[src/rtl/core/pdqs_pkg.sv]
// ----------------------------------------------------------------------------
// pdqs_pkg
// Shared codes and controller/datapath interface types for the pair deque.
// ----------------------------------------------------------------------------
package pdqs_pkg;

    // operation codes carried on s_tuser
    localparam logic [2:0] OP_PUSH_FRONT = 3'd0;
    localparam logic [2:0] OP_PUSH_BACK  = 3'd1;
    localparam logic [2:0] OP_POP_FRONT  = 3'd2;
    localparam logic [2:0] OP_POP_BACK   = 3'd3;
    localparam logic [2:0] OP_SEARCH     = 3'd4;

    // result status codes carried on m_tuser
    localparam logic [2:0] ST_PUSH_EMPTY = 3'd0;
    localparam logic [2:0] ST_PUSHED     = 3'd1;
    localparam logic [2:0] ST_FULL       = 3'd2;
    localparam logic [2:0] ST_REMOVED    = 3'd3;
    localparam logic [2:0] ST_EMPTY      = 3'd4;
    localparam logic [2:0] ST_FOUND      = 3'd5;
    localparam logic [2:0] ST_NOT_FOUND  = 3'd6;

    // controller to datapath
    typedef struct packed {
        logic load;   // capture the incoming word
        logic exec;   // run the operation against front/count
        logic scan;   // walk the store one entry per cycle
        logic emit;   // move the pending result into the output register
    } cmd_t;

    // datapath to controller
    typedef struct packed {
        logic scan_needed;  // search on a non-empty store
        logic scan_done;    // match found or last entry compared
        logic out_free;     // output register can take a result this cycle
    } stat_t;

endpackage

[src/rtl/core/pair_deque_with_search.sv]
// With the master side ready, push, pop and unused opcodes pass from the taken input word
// through the execute and result states into the output register; a search also walks the
// store between those states and stops at a match or after the last entry is compared.
// One word at a time, the store walk reading one entry per cycle through its single read port.
// The next word is taken while a finished result still waits on the master side.
// Reset (aresetn low, synchronous): deque empty, front at slot 0, no result pending.
// ----------------------------------------------------------------------------
// pair_deque_with_search
// Bounded double-ended queue of value pairs with front-to-back linear search.
// ----------------------------------------------------------------------------
module pair_deque_with_search #(
    parameter int DEPTH      = 64,
    parameter int VALUE_BITS = 16
) (
    input  logic                                      aclk,
    input  logic                                      aresetn,
    input  logic                                      s_tvalid,
    output logic                                      s_tready,
    // first_value, second_value (low bits up), zero fill to bytes
    input  logic [((2*VALUE_BITS+7)/8)*8-1:0]         s_tdata,
    // opcode
    input  logic [2:0]                                s_tuser,
    output logic                                      m_tvalid,
    input  logic                                      m_tready,
    // position, zero fill to bytes
    output logic [(($clog2(DEPTH+1)+7)/8)*8-1:0]      m_tdata,
    // status
    output logic [2:0]                                m_tuser
);

    localparam int CW = $clog2(DEPTH + 1);
    localparam int OW = ((CW + 7) / 8) * 8;

    pdqs_pkg::cmd_t  cmd;
    pdqs_pkg::stat_t stat;
    logic [CW-1:0]   position;

    pdqs_ctrl u_ctrl (
        .aclk     (aclk),
        .aresetn  (aresetn),
        .s_tvalid (s_tvalid),
        .s_tready (s_tready),
        .stat     (stat),
        .cmd      (cmd)
    );

    pdqs_datapath #(
        .DEPTH      (DEPTH),
        .VALUE_BITS (VALUE_BITS)
    ) u_datapath (
        .aclk         (aclk),
        .aresetn      (aresetn),
        .cmd          (cmd),
        .stat         (stat),
        .in_opcode    (s_tuser),
        .in_first     (s_tdata[VALUE_BITS-1:0]),
        .in_second    (s_tdata[2*VALUE_BITS-1:VALUE_BITS]),
        .out_ready    (m_tready),
        .out_valid    (m_tvalid),
        .out_status   (m_tuser),
        .out_position (position)
    );

    assign m_tdata = OW'(position);

`ifndef SYNTHESIS
    // an accepted word is executed in the very next cycle
    a_accept_exec: assert property (@(posedge aclk) disable iff (!aresetn)
        s_tvalid && s_tready |=> cmd.exec)
        else $error("accepted word not executed");

    // a result never overwrites one that is still waiting
    a_emit_free: assert property (@(posedge aclk) disable iff (!aresetn)
        cmd.emit |-> stat.out_free)
        else $error("result emitted into a busy output register");

    // scan completion is only seen while scanning
    a_done_in_scan: assert property (@(posedge aclk) disable iff (!aresetn)
        stat.scan_done |-> cmd.scan)
        else $error("scan completion outside of a scan");

    // no new word is taken while the store is being walked
    a_no_accept_scan: assert property (@(posedge aclk) disable iff (!aresetn)
        cmd.scan |-> !s_tready)
        else $error("input ready during a scan");
`endif

endmodule

[src/rtl/core/pdqs_ram.sv]
// ----------------------------------------------------------------------------
// pdqs_ram
// Generic single-write, single-read RAM with registered read data.
// ----------------------------------------------------------------------------
module pdqs_ram #(
    parameter int WIDTH = 32,
    parameter int DEPTH = 64
) (
    input  logic                     aclk,
    input  logic                     wr_en,
    input  logic [$clog2(DEPTH)-1:0] wr_addr,
    input  logic [WIDTH-1:0]         wr_data,
    input  logic                     rd_en,
    input  logic [$clog2(DEPTH)-1:0] rd_addr,
    output logic [WIDTH-1:0]         rd_data
);

    logic [WIDTH-1:0] mem [DEPTH];
    logic [WIDTH-1:0] rd_data_reg;

    always_ff @(posedge aclk) begin
        if (wr_en) begin
            mem[wr_addr] <= wr_data;
        end
        if (rd_en) begin
            rd_data_reg <= mem[rd_addr];
        end
    end

    assign rd_data = rd_data_reg;

endmodule

[src/rtl/core/pdqs_ctrl.sv]
// ----------------------------------------------------------------------------
// pdqs_ctrl
// Sequencer for the pair deque: accept, execute, scan, hand off result.
// ----------------------------------------------------------------------------
module pdqs_ctrl (
    input  logic            aclk,
    input  logic            aresetn,
    input  logic            s_tvalid,
    output logic            s_tready,
    input  pdqs_pkg::stat_t stat,
    output pdqs_pkg::cmd_t  cmd
);

    localparam logic [1:0] S_IDLE   = 2'd0;
    localparam logic [1:0] S_EXEC   = 2'd1;
    localparam logic [1:0] S_SCAN   = 2'd2;
    localparam logic [1:0] S_RESULT = 2'd3;

    logic [1:0] state_reg;
    logic [1:0] state_next;

    always_comb begin
        state_next = state_reg;
        cmd        = '0;
        unique case (state_reg)
            S_IDLE: begin
                cmd.load = s_tvalid;
                if (s_tvalid) begin
                    state_next = S_EXEC;
                end
            end
            S_EXEC: begin
                cmd.exec   = 1'b1;
                state_next = stat.scan_needed ? S_SCAN : S_RESULT;
            end
            S_SCAN: begin
                cmd.scan = 1'b1;
                if (stat.scan_done) begin
                    state_next = S_RESULT;
                end
            end
            S_RESULT: begin
                // wait for the output register to drain
                if (stat.out_free) begin
                    cmd.emit   = 1'b1;
                    state_next = S_IDLE;
                end
            end
            default: begin
                state_next = S_IDLE;
            end
        endcase
    end

    always_ff @(posedge aclk) begin
        if (!aresetn) begin
            state_reg <= S_IDLE;
        end else begin
            state_reg <= state_next;
        end
    end

    assign s_tready = (state_reg == S_IDLE);

endmodule

[src/rtl/core/pdqs_datapath.sv]
// ----------------------------------------------------------------------------
// pdqs_datapath
// Ring pointers, pair store, search compare and output register.
// ----------------------------------------------------------------------------
module pdqs_datapath #(
    parameter int DEPTH      = 64,
    parameter int VALUE_BITS = 16
) (
    input  logic                           aclk,
    input  logic                           aresetn,
    input  pdqs_pkg::cmd_t                 cmd,
    output pdqs_pkg::stat_t                stat,
    input  logic [2:0]                     in_opcode,
    input  logic [VALUE_BITS-1:0]          in_first,
    input  logic [VALUE_BITS-1:0]          in_second,
    input  logic                           out_ready,
    output logic                           out_valid,
    output logic [2:0]                     out_status,
    output logic [$clog2(DEPTH+1)-1:0]     out_position
);

    localparam int IW = $clog2(DEPTH);
    localparam int CW = $clog2(DEPTH + 1);
    localparam int SW = CW + 1;
    localparam logic [CW-1:0] DEPTH_C   = CW'(DEPTH);
    localparam logic [IW-1:0] LAST_SLOT = IW'(DEPTH - 1);
    localparam logic [SW-1:0] DEPTH_S   = SW'(DEPTH);

    logic [2:0]            op_reg;
    logic [VALUE_BITS-1:0] first_reg;
    logic [VALUE_BITS-1:0] second_reg;
    logic [IW-1:0]         front_reg, front_next;
    logic [CW-1:0]         count_reg, count_next;
    logic [CW-1:0]         rd_idx_reg, rd_idx_next;
    logic [IW-1:0]         rd_slot_reg, rd_slot_next;
    logic [IW-1:0]         cmp_idx_reg;
    logic                  cmp_valid_reg, cmp_valid_next;
    logic [2:0]            res_status_reg, res_status_next;
    logic [CW-1:0]         res_pos_reg, res_pos_next;
    logic                  out_valid_reg, out_valid_next;
    logic [2:0]            out_status_reg;
    logic [CW-1:0]         out_pos_reg;

    logic                      full;
    logic                      empty;
    logic                      is_push;
    logic [IW-1:0]             front_dec;
    logic [IW-1:0]             front_inc;
    logic [SW-1:0]             back_sum;
    logic [IW-1:0]             back_slot;
    logic [IW-1:0]             rd_slot_inc;
    logic                      issue;
    logic                      match;
    logic [CW-1:0]             cmp_pos;
    logic                      scan_done;
    logic                      wr_en;
    logic [IW-1:0]             wr_addr;
    logic [2*VALUE_BITS-1:0]   rd_data;

    assign full      = (count_reg == DEPTH_C);
    assign empty     = (count_reg == '0);
    assign is_push   = (op_reg == pdqs_pkg::OP_PUSH_FRONT) ||
                       (op_reg == pdqs_pkg::OP_PUSH_BACK);
    assign front_dec = (front_reg == '0) ? LAST_SLOT : front_reg - 1'b1;
    assign front_inc = (front_reg == LAST_SLOT) ? '0 : front_reg + 1'b1;

    // back slot = (front + count) mod DEPTH, sum stays below twice DEPTH
    assign back_sum  = SW'(front_reg) + SW'(count_reg);
    assign back_slot = (back_sum >= DEPTH_S) ? IW'(back_sum - DEPTH_S) : IW'(back_sum);

    assign rd_slot_inc = (rd_slot_reg == LAST_SLOT) ? '0 : rd_slot_reg + 1'b1;

    assign match     = cmp_valid_reg && (rd_data == {second_reg, first_reg});
    assign cmp_pos   = CW'(cmp_idx_reg) + CW'(1);
    assign scan_done = cmp_valid_reg && (match || (cmp_pos == count_reg));
    assign issue     = cmd.scan && !scan_done && (rd_idx_reg < count_reg);

    assign wr_en   = cmd.exec && is_push && !full;
    assign wr_addr = (op_reg == pdqs_pkg::OP_PUSH_FRONT) ? front_dec : back_slot;

    assign stat.scan_needed = (op_reg == pdqs_pkg::OP_SEARCH) && !empty;
    assign stat.scan_done   = scan_done;
    assign stat.out_free    = !out_valid_reg || out_ready;

    pdqs_ram #(
        .WIDTH (2 * VALUE_BITS),
        .DEPTH (DEPTH)
    ) u_store (
        .aclk    (aclk),
        .wr_en   (wr_en),
        .wr_addr (wr_addr),
        .wr_data ({second_reg, first_reg}),
        .rd_en   (issue),
        .rd_addr (rd_slot_reg),
        .rd_data (rd_data)
    );

    always_comb begin
        front_next      = front_reg;
        count_next      = count_reg;
        rd_idx_next     = rd_idx_reg;
        rd_slot_next    = rd_slot_reg;
        res_status_next = res_status_reg;
        res_pos_next    = res_pos_reg;

        if (cmd.exec) begin
            rd_idx_next  = '0;
            rd_slot_next = front_reg;
            res_pos_next = '0;
            unique case (op_reg) inside
                pdqs_pkg::OP_PUSH_FRONT, pdqs_pkg::OP_PUSH_BACK: begin
                    if (full) begin
                        res_status_next = pdqs_pkg::ST_FULL;
                    end else begin
                        res_status_next = empty ? pdqs_pkg::ST_PUSH_EMPTY
                                                : pdqs_pkg::ST_PUSHED;
                        count_next      = count_reg + 1'b1;
                        if (op_reg == pdqs_pkg::OP_PUSH_FRONT) begin
                            front_next = front_dec;
                        end
                    end
                end
                pdqs_pkg::OP_POP_FRONT, pdqs_pkg::OP_POP_BACK: begin
                    if (empty) begin
                        res_status_next = pdqs_pkg::ST_EMPTY;
                    end else begin
                        res_status_next = pdqs_pkg::ST_REMOVED;
                        count_next      = count_reg - 1'b1;
                        if (op_reg == pdqs_pkg::OP_POP_FRONT) begin
                            front_next = front_inc;
                        end
                    end
                end
                pdqs_pkg::OP_SEARCH: begin
                    // non-empty case is settled by the scan
                    res_status_next = empty ? pdqs_pkg::ST_EMPTY : pdqs_pkg::ST_NOT_FOUND;
                end
                default: begin
                    res_status_next = pdqs_pkg::ST_NOT_FOUND;
                end
            endcase
        end

        if (issue) begin
            rd_idx_next  = rd_idx_reg + 1'b1;
            rd_slot_next = rd_slot_inc;
        end

        if (cmd.scan && scan_done) begin
            res_status_next = match ? pdqs_pkg::ST_FOUND : pdqs_pkg::ST_NOT_FOUND;
            res_pos_next    = match ? cmp_pos : '0;
        end
    end

    assign cmp_valid_next = issue;

    always_comb begin
        out_valid_next = out_valid_reg;
        if (out_valid_reg && out_ready) begin
            out_valid_next = 1'b0;
        end
        if (cmd.emit) begin
            out_valid_next = 1'b1;
        end
    end

    // control state
    always_ff @(posedge aclk) begin
        if (!aresetn) begin
            front_reg     <= '0;
            count_reg     <= '0;
            cmp_valid_reg <= 1'b0;
            out_valid_reg <= 1'b0;
        end else begin
            front_reg     <= front_next;
            count_reg     <= count_next;
            cmp_valid_reg <= cmp_valid_next;
            out_valid_reg <= out_valid_next;
        end
    end

    // payload
    always_ff @(posedge aclk) begin
        if (cmd.load) begin
            op_reg     <= in_opcode;
            first_reg  <= in_first;
            second_reg <= in_second;
        end
        rd_idx_reg     <= rd_idx_next;
        rd_slot_reg    <= rd_slot_next;
        res_status_reg <= res_status_next;
        res_pos_reg    <= res_pos_next;
        if (issue) begin
            cmp_idx_reg <= IW'(rd_idx_reg);
        end
        if (cmd.emit) begin
            out_status_reg <= res_status_reg;
            out_pos_reg    <= res_pos_reg;
        end
    end

    assign out_valid    = out_valid_reg;
    assign out_status   = out_status_reg;
    assign out_position = out_pos_reg;

endmodule
[config.mk]
export PLATFORM = sky130hd
export DESIGN_NAME = pair_deque_with_search
export DESIGN_NICKNAME = d
export VERILOG_FILES = /design/src/rtl/core/pdqs_pkg.sv /design/src/rtl/core/pair_deque_with_search.sv /design/src/rtl/core/pdqs_ram.sv /design/src/rtl/core/pdqs_ctrl.sv /design/src/rtl/core/pdqs_datapath.sv
export SDC_FILE = /design/constraint.sdc
export NUM_CORES = 2
export LEC_CHECK = 0
export ABC_AREA = 1
export CORE_MARGIN = 10
export CORE_UTILIZATION = 63
export CTS_BUF_LIST = sky130_fd_sc_hd__clkbuf_16
export CTS_CLUSTER_DIAMETER = 40
export DETAILED_ROUTE_END_ITERATION = 8
export DONT_BUFFER_PORTS = 1
export GPL_TIMING_DRIVEN = 1
export HOLD_SLACK_MARGIN = 0.05
export PLACE_DENSITY_LB_ADDON = 0.3
export SYNTH_ARGS = -nofsm -noshare
export SYNTH_HDL_FRONTEND = slang
export SYNTH_SLANG_ARGS = --single-unit
export TNS_END_PERCENT = 100
[constraint.sdc]
create_clock -name aclk -period 5.1 [get_ports aclk]
set_input_delay 1.02 -clock aclk [delete_from_list [all_inputs] [get_ports aclk]]
set_output_delay 1.02 -clock aclk [all_outputs]
set_load 0.01 [all_outputs]
# After elaboration in Yosys (flattened, before gate mapping)
# Memories as Yosys holds them, arrays and structs flattened. A register that Yosys moved wholly into a read port is not among the register bits.
# Index checks and enable logic that the tools add are counted.
# classes
add_sub_neg,9
n_lt_le_gt_ge,2
eq_ne,19
mux,41
n_reduce_logical,29
# op_table
cell,n
6-bit two-way mux,11
7-bit two-way mux,6
32-bit equality test,1
7-bit by 1-bit adder with 7-bit output (second input constant),2
7-bit case mux with 2 select lines,1
6-bit by 1-bit adder with 6-bit output (second input constant),2
6-bit equality test (second input constant),2
3-bit two-way mux,4
6-bit case mux with 2 select lines,1
6-bit by 1-bit subtractor with 6-bit output (second input constant),2
1-bit two-way mux,11
2-bit two-way mux,5
1-bit logical AND,9
3-bit case mux with 3 select lines,1
6-bit by 7-bit adder with 8-bit output,1
8-bit by 7-bit greater-or-equal comparator with 1-bit output (second input constant),1
2-bit != test (second input constant),4
2-bit case mux with 4 select lines,1
2-bit nonzero test,4
6-bit by 1-bit adder with 7-bit output (second input constant),1
7-bit equality test,1
7-bit equality test (second input constant),1
7-bit zero test,1
7-bit < comparator,1
16 further kinds,26
# totals
regBits,91
ram_bits,2048
inputBits,39
wordCells,116
mem_count,1
# mem_list
memory,depth,word_bits,read_ports,rd_ports_with_merged_regs,wr,line_no,rtl
u_datapath.u_store.mem,64,32,1,1,1,pdqs_ram.sv:18,logic [WIDTH-1:0] mem [DEPTH];

# Depth between registers and ports, before layout
# logic_depth
depth_word,8
mapped_depth,17

# Cells and area by module
# Synthesis repeated with hierarchy kept, for this count alone.
# unflattened
cells_unflattened,7471
area_unflattened_um2,88631.3
# by_module_without_submodules
mod,instances,cells_each,area_each_um2,seq_area_each_um2
pdqs_ram,1,6769,83058.4,62459.9
pdqs_datapath,1,666,5337.6,2522.4
pdqs_ctrl,1,34,224.0,40.0
pair_deque_with_search,1,2,11.3,0.0

# Least setup slack after synthesis
# OpenSTA, ideal clock, no wires.
# synth_path
kind,register to register
from,register u_datapath.count_reg[0]
to,memory u_datapath.u_store.mem[48][0] (enable)
t_arrival_ps,3191
slack_ps,1488
stages_incl_launch_ff,12
synth_period_minus_slack_ps,3612
path_cell_list,dfxtp_1 -> ha_1 -> fa_1 -> a21oi_1 -> o21ai_0 -> xor2_1 -> nand2_1 -> nand2_1 -> inv_1 -> nor2_1 -> nand2_2 -> nor2_1
# synth_between
elab_chain_cells,5
word_cells_on_any_way,10
# synth_lines
item,line_no,rtl
start: declaration,pdqs_datapath.sv:33,"logic [CW-1:0] count_reg, count_next;"
start signal: assignment,pdqs_datapath.sv:176,count_reg <= count_next;
branches (longest 5 deep; another with 6-bit by 7-bit adder with 8-bit output),-,
end: declaration,pdqs_ram.sv:18,
# Parallel ways; which one is timed is not known.

# Worst setup path in the final report
# layout_path
from,register u_datapath.front_reg[0]
to,memory u_datapath.u_store.mem[34][6] (enable)
# layout_between
elab_chain_cells,4
word_cells_on_any_way,8
# layout_lines
item,line_no,rtl
start: declaration,pdqs_datapath.sv:32,"logic [IW-1:0] front_reg, front_next;"
start signal: assignment,pdqs_datapath.sv:175,front_reg <= front_next;
6-bit by 7-bit adder with 8-bit output,pdqs_datapath.sv:68,assign back_sum = SW'(front_reg) + SW'(count_reg);
8-bit by 7-bit greater-or-equal comparator with 1-bit output or 6-bit by 1-bit subtractor with 6-bit output (tied branches),pdqs_datapath.sv:69,assign back_slot = (back_sum >= DEPTH_S) ? IW'(back_sum - DEPTH_S) : IW'(back_sum);
6-bit two-way mux,pdqs_datapath.sv:69,
6-bit two-way mux (*),pdqs_datapath.sv:79,assign wr_addr = (op_reg == pdqs_pkg::OP_PUSH_FRONT) ? front_dec : back_slot;
# Mark *: on every way between the ends. The rest lies on a longest branch, timed or not.

==> results.txt <==
The total track usage came out at 33.2%. The post-synthesis cell type count is 48. The number of top-level pins is 52. The number of buffers between clock root and the deepest sink came out at 3. The nature of the critical path endpoint is a flop. The net total in the final layout came out at 6,702. The residual antenna-violating net count after detailed routing came out at 0. The net count of the mapped netlist is 6,690. The flow ran to the end, and the final reports show no timing, DRC or antenna violations. In this run the tightest slew margin relative to its limit is 9.34%.

Setup repair after global routing left no endpoint under its margin. The share of flip-flops with an asynchronous set or reset came out at 0%. The clock insertion delay at the later pin of the skew report is 870 ps.

The critical path is of the flop to flop type. The core region is 137,000 um^2. The worst register-to-register path ends at u_datapath.u_store.mem[34][6]. The cell area that synthesis handed to floorplanning was 86,600 um^2. The clock transition time at the flip-flop clock pins of the worst setup and hold paths is approximately 70 ps. Subtracting the final worst setup slack from the clock period gives 4260 ps. The final setup violation count came out at 0. The placed cell count is approximately 8,200. For this run, the leading register cell type out of synthesis is sky130_fd_sc_hd__edfxtp_1.

The leakage component of the power came out at roughly 32 nW. The floorplan die height came out at 391 um. The total of buffers placed on input and output ports came out at 0. The count of flip-flops with a built-in enable after synthesis is 2,154. The number of gates resized after CTS came out at 0. The detailed-route wire length is 258 mm.

The maximum clock frequency is 235 MHz. The largest net degree at the start of global routing came out at 240. The final clock period utilization by the worst path is a little over four fifths.

The sequential cell area fraction in the yosys report came out at about 75%. The die outline area is 153,000 um^2. For this run, design rule violations remaining after detail routing come to 0. The vias per cell came out at 6.72.

The path class of the tightest hold or removal check is input pin to flop. The power density of the placed cells is 569 nW/um^2. The worst clock skew on the final layout came out at 48.4 ps. IR analysis of the VDD net gives a maximum drop of 0.729 mV.

The startpoint identified for the worst register-to-register timing path is u_datapath.front_reg[0]. The width of the die came out at 391 um. Traced cell by cell, the critical path runs through inv_1, ha_1, inv_1, nor2_1, nor2_1, nand2_1, o21ai_0, inv_1, nor2_1, nand2_2, nor2_4, buf_4. The number of standard-cell rows in the floorplan is 136. The effective utilization at floorplan is 63.2%. The fraction of layout cells with a size suffix above 1 came out at between 9 and 10%. The arrival time of the worst setup path came out at 4820 ps.

The number of CTS-inserted buffers came out at 230. For this design, the sink count on the clock tree is between 2,000 and 2,500. The TritonCTS clock tree is yes. The critical-path maximum fanout came out at 26. The detailed router placed just under 60,000 vias in this run.

The tool flagged a number of max-cap violations equal to 0. Counting every instance in the synthesized netlist gives 6,623. The detailed-router iteration count before antenna repair is 7. The register with the most flip-flops in the layout has ~2,000 of them. The setup fix buffers added after clock tree synthesis came out at 0. The reg2reg setup slack is 840 ps. The total non-filler cell area in the finished layout is 96,800 um^2. The overflow left after global routing is 0. The post-route setup TNS is 0 ps.

The buffer cell driving the clock tree root is sky130_fd_sc_hd__clkbuf_16. The final cell count without fillers is 8,641. The hold-critical path depth came out at 0. The total half-perimeter wirelength after legalization and detailed placement is 152 mm. The total of flip-flops plus latches after synthesis came out at 2,171. The detailed router's first-iteration violation count came out at 9,569. The area growth from synthesis to final layout is 11.8%. For the pin with the worst max-slew slack, the measured transition is 1360 ps. Fill cells in the final layout number 8,701. The required time at the endpoint of the critical path came out at around 5700 ps. Hold timing on the final database bottoms out at a slack of 245 ps. In the final routed layout, each cell accounts on average for 29.8 um.

The slowest stage of the critical path belongs to the cell sky130_fd_sc_hd__nor2_4. In this run the most critical hold path is launched from s_tdata[26]. After synthesis, the mean cell area works out to 13.1 um^2. The number of global-route vias before repair came out at 54,861.

The H-tree level count came out at 4. The number of warnings issued by yosys came out at 0. The cell depth of the worst flop-to-flop path is 12. For this run, the slowest stage of the critical path takes between 800 and 900 ps. The initial antenna violation count came out at 26.

The first global-routing pass estimated 370 mm of wire. The worst hold path terminates at u_datapath.second_reg[10]. The number of pins exceeding their max-slew limit in the final report is 0.

The total power is 0.0551 W. The startpoint type of the worst setup path is a flop. The congestion estimate from routability-driven global placement came to 0.980. The number of hold buffers added after cts came out at 0. The number of hold violations in the final report is 0. Once placement finished, the instance area stood at 89,100 um^2.
[routing by layer]
metal	wire [um]	part of all wire [%]	track usage [%]	up-vias
met5	49	0.019	0	-
met4	18100	7.0	19.8	8
met3	34300	13	9.29	802
met2	115000	45	49.7	4502
met1	89800	35	43.5	28137
li1	-	-	-	24580
[cells in the mapped netlist (all sizes together), types with 2 or more instances]
cell / n / area (um^2)
a21oi: 112 / 564
inv: 110 / 423
o31ai: 8 / 60.1
or2: 5 / 31.3
o22ai: 547 / 3420
fa: 2 / 40.0
xor2: 9 / 78.8
o211ai: 47 / 353
dfxtp: 17 / 340
buf: 218 / 1420
edfxtp: 2154 / 64700
nand4: 15 / 93.8
nand3b: 2 / 15.0
xnor2: 19 / 166
clkbuf: 216 / 825
a31oi: 3 / 18.8
nand3: 56 / 290
nand2: 503 / 1910
nor2: 1275 / 4830
o21ai: 1209 / 6050
ha: 26 / 325
mux2i: 61 / 611
[critical path: cells and delay by family, from the launching register on]
kind,cells,cell delay [ps]
compound gates,1,770
fa+ha+maj,1,240
buf+inv,4,640
flops,1,440
simple gates,6,1810
[layout by cell type, fill, tap and decap left out, types with 24 or more instances in the layout]
master                      Yosys  layout
sky130_fd_sc_hd__edfxtp_1    2154    2154
sky130_fd_sc_hd__nor2_1      1268    1204
sky130_fd_sc_hd__o21ai_0     1075    1075
sky130_fd_sc_hd__o22ai_1      547     547
sky130_fd_sc_hd__nand2_1      494     493
sky130_fd_sc_hd__clkbuf_16      0     233
sky130_fd_sc_hd__buf_4         35     188
sky130_fd_sc_hd__inv_1        104     135
sky130_fd_sc_hd__o21ai_1      133     133
sky130_fd_sc_hd__a21oi_1      111     111
sky130_fd_sc_hd__nor2_4         5      69
sky130_fd_sc_hd__mux2i_1       61      61
sky130_fd_sc_hd__nand3_1       54      54
sky130_fd_sc_hd__o211ai_1      47      47
sky130_fd_sc_hd__clkinv_2       0      35
sky130_fd_sc_hd__clkinv_1       0      29
sky130_fd_sc_hd__ha_1          26      26
sky130_fd_sc_hd__buf_12         2      26
sky130_fd_sc_hd__bufinv_16      0      24
[worst max path at each step]
stage,start,end,slack [ps]
CTS,u_datapath.count_reg[0],u_datapath.u_store.mem[1][6],1030
global route,u_datapath.front_reg[1],u_datapath.u_store.mem[34][31],690
floorplan,u_datapath.count_reg[0],u_datapath.u_store.mem[48][0],1490
detailed placement,u_datapath.count_reg[0],u_datapath.u_store.mem[1][8],1050
global placement,u_datapath.front_reg[0],u_datapath.u_store.mem[34][22],1010
finish,u_datapath.front_reg[0],u_datapath.u_store.mem[34][6],840
[where the power goes]
part | leakage, nW | internal [W] | switching (W)
clock | 3.88 | 0.00963 | 0.00719
sequential | 19.5 | 0.0208 | 0.000385
combinational | 8.52 | 0.00413 | 0.0130
[layout make-up]
cell class / count / area, um^2 / area share (%)
diodes: 16 / 40.0 / 0.0413
flip-flops and latches: 2171 / 65000 / 67.1
clock buffers: 233 / 5830 / 6.02
clock inverters: 195 / 1890 / 1.95
repair buffers: 214 / 1930 / 1.99
well taps: 1794 / 2240 / 2.32
inverters: 110 / 463 / 0.478
multi-input cells: 3908 / 19400 / 20.1
[per-stage QoR]
stage / utilization [%] / setup WS [ps]
2_1_floorplan: - / 1490
3_3_place_gp: 65.0 / 1010
3_5_place_dp: 65.0 / 1050
4_1_cts: 70.7 / 1030
5_1_grt: 70.7 / 694
6_report: 70.7 / 839
[cell families (layout without fill, tap and decap cells)]
group	count (synthesis)	count (layout)	share of synthesized area, %
flip-flops	2171	2171	75.1
AO/OA/AOI/OAI	1930	1930	12.1
AND/OR/NAND/NOR	1859	1859	8.30
buffers and inverters	544	752	3.08
multiplexers	61	61	0.705
XOR/XNOR	29	29	0.309
adder cells (fa/ha/maj)	28	28	0.422
other	1	17	0.00433
(Power assumes the default switching activity.)
